[src/hw/rtl/lnv_ram.sv]
module lnv_ram #(
  parameter int unsigned Width = 48,
  parameter int unsigned Depth = 64
) (
  input  logic                                    clk_i,
  input  logic                                    we_i,
  input  logic [(Depth > 1 ? $clog2(Depth) : 1)-1:0] waddr_i,
  input  logic [Width-1:0]                        wdata_i,
  input  logic [(Depth > 1 ? $clog2(Depth) : 1)-1:0] raddr_i,
  output logic [Width-1:0]                        rdata_o
);

  logic [Width-1:0] mem_q [Depth];
  logic [Width-1:0] rdata_q;

  always_ff @(posedge clk_i) begin
    if (we_i) begin
      mem_q[waddr_i] <= wdata_i;
    end
    rdata_q <= mem_q[raddr_i];
  end

  assign rdata_o = rdata_q;

endmodule

[config.mk]
export PLATFORM = sky130hd
export DESIGN_NAME = lnv_ram
export DESIGN_NICKNAME = d
export VERILOG_FILES = /design/src/hw/rtl/lnv_ram.sv
export SDC_FILE = /design/constraint.sdc
export NUM_CORES = 2
export LEC_CHECK = 0
export ABC_AREA = 0
export CAP_MARGIN = 20
export CORE_ASPECT_RATIO = 2
export CORE_MARGIN = 1.5
export CORE_UTILIZATION = 50
export DETAILED_ROUTE_END_ITERATION = 7
export DONT_BUFFER_PORTS = 1
export PLACE_DENSITY = 0.66
export SLEW_MARGIN = 0
export SYNTH_ARGS = -nofsm -noshare
export SYNTH_HDL_FRONTEND = slang
export SYNTH_SLANG_ARGS = --single-unit
[constraint.sdc]
create_clock -name clk_i -period 5.46 [get_ports clk_i]
set_input_delay 0 -clock clk_i [delete_from_list [all_inputs] [get_ports clk_i]]
set_output_delay 0 -clock clk_i [all_outputs]
set_load 0.005 [all_outputs]
Word level (Yosys, flattened, before mapping)
Memories as Yosys holds them, arrays and structs flattened. A register that Yosys moved wholly into a read port is not among the register bits.
Index checks and enable logic that the tools add are counted.
Word-level totals
  register bits: 0
  logic and storage cells: 3
  RAM bits: 3072
  memories: 1
  input bits: 62
  ROM bits: 0
  latch bits: 0
  output and inout port bits: 48
Memory list
  mem_q: depth 64, bits a word 48, rd ports 1, clocked after Yosys merged registers in 1, write ports 1, RTL line 13  | logic [Width-1:0] mem_q [Depth];
Cells by class
  $mul: 0
  div/mod/pow operators: 0
  shift-type cells: 0
  reduce and logical (&&, ||, !) cells: 0
  mux-type cells: 2
  $add $sub $neg: 0
  eq/ne operators: 0
  $lt $le $gt $ge: 0
  bitwise gates (word level): 0
Operators with widths (number)
  $mux 1: 2

Logic depth before layout (Yosys ltp)
  depth in word-level cells: 2
  mapped depth: 9

Worst setup path before layout
OpenSTA, ideal clock, no wires.
  kind: input -> register
  from: input port waddr_i[3] in the netlist's numbering
  to: memory mem_q[48][0] (enable)
  library setup time: 0.513 ns
  cell stages on the path: 4
  slack: 1.175 ns
  required time: 4.947 ns
  data arrival time: 3.772 ns
  cell sequence: clkbuf_1 nor2b_1 nand4b_1 nor3_1
RTL lines
  start: declaration: RTL line 7  | input logic [(Depth > 1 ? $clog2(Depth) : 1)-1:0] waddr_i,
  end: declaration: RTL line 13
No word-level cell before the write port.

==> impl_metrics.env <==
export IMPL_fill_cells=16550
export IMPL_coreArea_mm2=0.233
export IMPL_ff2ff_setup_slack_ns=2.37
export IMPL_rows=251
export IMPL_ys_types=36
export IMPL_leakagePower_uw=0.0408
export IMPL_syn2layout_area_growth_pct=12.9
export IMPL_die_w_um=345
export IMPL_whs_path_depth=3
export IMPL_worst_path_max_fanout=94
export IMPL_synth_seq_cells=3120
export IMPL_criticalPathCategory="in -> reg"
export IMPL_wl_per_cell_um=38.3
export IMPL_reg2reg_from="mem_q[11][5]"
export IMPL_num_vias=56483
export IMPL_drc=1
export IMPL_yosysWarnings=0
export IMPL_hold_path_class="in -> reg"
export IMPL_insertion_delay_ns=0.88
export IMPL_layout_nets=5320
export IMPL_drtIter0Drc=7276
export IMPL_timing_rr_end="rdata_o[5]"
export IMPL_grt_pass1_vias=57669
export IMPL_fp_dieH_um=687
export IMPL_fmax_mhz=234
export IMPL_dp_hpwl_mm=177
export IMPL_numCtsBuffers=268
export IMPL_track_usage=0.274
export IMPL_hold_viol_final=0
export IMPL_cts_sinks=3120
export IMPL_synth_nets=5032
export IMPL_overflow=0
export IMPL_drive_gt1_frac=0.265
export IMPL_place_area_mm2=0.122
export IMPL_max_cap_viol_count=0
export IMPL_cts_clk_slew_worst_paths_ns=0.07
export IMPL_ant_nets=0
export IMPL_postSynthCellCount=4970
export IMPL_cts_repair_resized=0
export IMPL_worstSetupStartpointType="input pin"
export IMPL_worst_slack_ns=1.19
export IMPL_place_congestion=0.791
export IMPL_fin_worst_skew_ns=0.0520
export IMPL_reg2reg_depth=8
export IMPL_place_ws_ns=-0.000457
export IMPL_required_ns=6.23
export IMPL_cts_max_level=5
export IMPL_root_buffer="clkbuf_16"
export IMPL_min_delay_start="raddr_i[0]"
export IMPL_portBuffers=0
export IMPL_initial_core_util=0.502
export IMPL_drt_total_wl_mm=326
export IMPL_ios=110
export IMPL_rsz0062_at_grt="no"
export IMPL_tightest_slew_ns=1.93
export IMPL_period_share=0.783
export IMPL_ys_seq_area_frac=0.796
export IMPL_critPathCaptureType="flip-flop"
export IMPL_grt_start_max_net_pins=473
export IMPL_relSlewSlack=-0.284
export IMPL_ir_worst_vdd_uv=233
export IMPL_powerDensity_mw_per_mm2=361
export IMPL_dr_pass1_iters=8
export IMPL_regArea_mm2=0.0932
export IMPL_syn_area_mm2=0.117
export IMPL_worstPathArrival_ns=5.05
export IMPL_layout_min_cycle_time_ns=4.27
export IMPL_grt_antenna_before_repair=15
export IMPL_status="complete, but fails checks"
export IMPL_final_area_mm2=0.132
export IMPL_via_per_inst=6.64
export IMPL_tritoncts="yes"
export IMPL_drv_slew=225
export IMPL_failed_checks="DRC, slew limit"
export IMPL_setup_violations=0
export IMPL_avgSynthCellArea_um2=23.6
export IMPL_clk_path_buf_depth=4
export IMPL_multiInputGateArea_mm2=0.0229
export IMPL_die_area_mm2=0.237
export IMPL_grt_pass1_wl_mm=450
export IMPL_hold_end="rdata_o[11]"
-- per-stage QoR --
| step | hold slack (ns) | total power (uW) | util | setup TNS [ns] | cells |
|---|---|---|---|---|---|
| 2_1_floorplan | 0.0989 | 28300 | - | 0 | 4970 |
| 3_3_place_gp | 0.102 | 28800 | 0.521 | 0 | 7891 |
| 3_5_place_dp | 0.101 | 28800 | 0.521 | -0.000457 | 7897 |
| 4_1_cts | 0.00151 | 48000 | 0.566 | 0 | 8490 |
| 5_1_grt | 0.0221 | 48900 | 0.567 | 0 | 8498 |
| 6_report | 0.00993 | 47800 | 0.567 | 0 | 8502 |
-- area by class of cell --
type | count | share of cell area
Antenna cell | 8 | 0.000151
Clock buffer | 350 | 0.0556
Clock inverter | 120 | 0.00831
Multi-Input combinational cell | 1568 | 0.174
Sequential cell | 3120 | 0.705
Tap cell | 3036 | 0.0287
Timing Repair Buffer | 300 | 0.0288
-- worst max path at each step --
stage,start,to,depth (start not counted)
6_report,raddr_i[0],rdata_o[5],12
5_1_grt,raddr_i[0],rdata_o[39],11
4_1_cts,raddr_i[0],rdata_o[5],12
3_5_place_dp,raddr_i[0],rdata_o[13],10
3_3_place_gp,raddr_i[0],rdata_o[13],10
2_1_floorplan,waddr_i[3],mem_q[48][0],4
-- synth_stat cells --
| library cell | instances | area share |
|---|---|---|
| a211oi_1 | 32 | 0.0021 |
| a221oi_1 | 83 | 0.0062 |
| edfxtp_1 | 3072 | 0.79 |
| a21oi_1 | 74 | 0.0032 |
| a22oi_1 | 72 | 0.0046 |
| or3b_2 | 4 | 0.00030 |
| and2_1 | 3 | 0.00016 |
| nand2_1 | 55 | 0.0018 |
| clkbuf_1 | 98 | 0.0031 |
| dfxtp_1 | 48 | 0.0082 |
| or2_2 | 3 | 0.00016 |
| a311oi_1 | 11 | 0.00082 |
| o22ai_1 | 122 | 0.0065 |
| clkbuf_2 | 1 | 0.000043 |
| nand3b_1 | 5 | 0.00032 |
| nand2b_1 | 10 | 0.00053 |
| nor3_1 | 3 | 0.00013 |
| buf_4 | 62 | 0.0040 |
| nand4b_1 | 1 | 0.000075 |
| a31oi_1 | 1 | 0.000053 |
| a31o_2 | 5 | 0.00037 |
| o221ai_1 | 28 | 0.0021 |
| nand3_1 | 7 | 0.00030 |
| mux2i_1 | 63 | 0.0054 |
| or3_1 | 3 | 0.00016 |
| a22o_1 | 57 | 0.0043 |
| mux2_2 | 12 | 0.0012 |
| buf_6 | 11 | 0.0011 |
| and3_1 | 1 | 0.000053 |
| nand4_1 | 2 | 0.00011 |
| nor2b_1 | 24 | 0.0013 |
| buf_2 | 98 | 0.0042 |
| nor2_1 | 132 | 0.0042 |
| mux4_2 | 754 | 0.14 |
| a311o_1 | 1 | 0.000085 |
| buf_1 | 12 | 0.00038 |
-- flip-flops by register name (all words and copies together) (netlist names) --
name     count
mem_q     3072
rdata_o     48
-- placed cells by master (no fill, tap or decap), types with 3 or more instances in the layout --
| master | instances |
|---|---|
| a221oi_1 | 83 |
| a211oi_1 | 32 |
| inv_6 | 5 |
| clkinv_1 | 47 |
| clkbuf_16 | 277 |
| mux2i_1 | 63 |
| a22o_1 | 57 |
| nor2b_1 | 20 |
| clkbuf_8 | 14 |
| nand3b_1 | 5 |
| dlygate4sd3_1 | 73 |
| nand3_1 | 6 |
| dfxtp_1 | 48 |
| buf_12 | 28 |
| a31o_2 | 5 |
| o221ai_1 | 28 |
| mux4_2 | 754 |
| o22ai_1 | 122 |
| or3b_2 | 4 |
| nand2b_1 | 8 |
| mux2_2 | 12 |
| or2_2 | 3 |
| nor2b_4 | 4 |
| buf_4 | 146 |
| or3_1 | 3 |
| a311oi_1 | 11 |
| nor2_4 | 64 |
| a22oi_1 | 72 |
| nand2_1 | 54 |
| bufinv_16 | 17 |
| clkbuf_1 | 59 |
| diode_2 | 8 |
| nor2_1 | 68 |
| clkinv_8 | 6 |
| a21oi_1 | 74 |
| clkinv_2 | 33 |
| clkinvlp_4 | 8 |
| buf_16 | 51 |
| edfxtp_1 | 3072 |
-- kinds of logic after synthesis --
group	after synthesis	synth area share
buffers and inverters	282	0.0128
AOI/OAI and AO/OA	486	0.0302
DFF	3120	0.796
and+or+nand+nor	253	0.00957
muxes	829	0.152
-- layer usage --
layer,global-route usage,up-vias,share of wire
li1,-,22024,-
met1,0.318,30644,0.33
met2,0.500,3078,0.54
met3,0.0422,727,0.081
met4,0.124,10,0.049
met5,0,-,0.00024
-- report_power, final --
part / internal, uW / total, uW / switching [uW]
Sequential: 26500 / 26600 / 134
Combinational: 941 / 2260 / 1320
Clock: 10300 / 18900 / 8550
-- worst max-delay path: stages --
cell           delay, ns
buf_16              0.36
buf_16              0.58
buf_16              0.41
buf_16              0.52
mux4_2              0.59
mux2i_1             0.16
a211oi_1            0.12
dlygate4sd3_1       0.57
a21oi_1             0.11
dlygate4sd3_1       0.57
nor2_1              0.04
dlygate4sd3_1       0.55
-- what timing repair did --
item / 4_1_cts / 5_1_grt
hold endpoints to repair: 3350 / 3
setup endpoints to repair: 0 / 0
hold buffers: 123 / 2
buffers inserted: 0 / 0
Power figures use the tool's default switching activity.
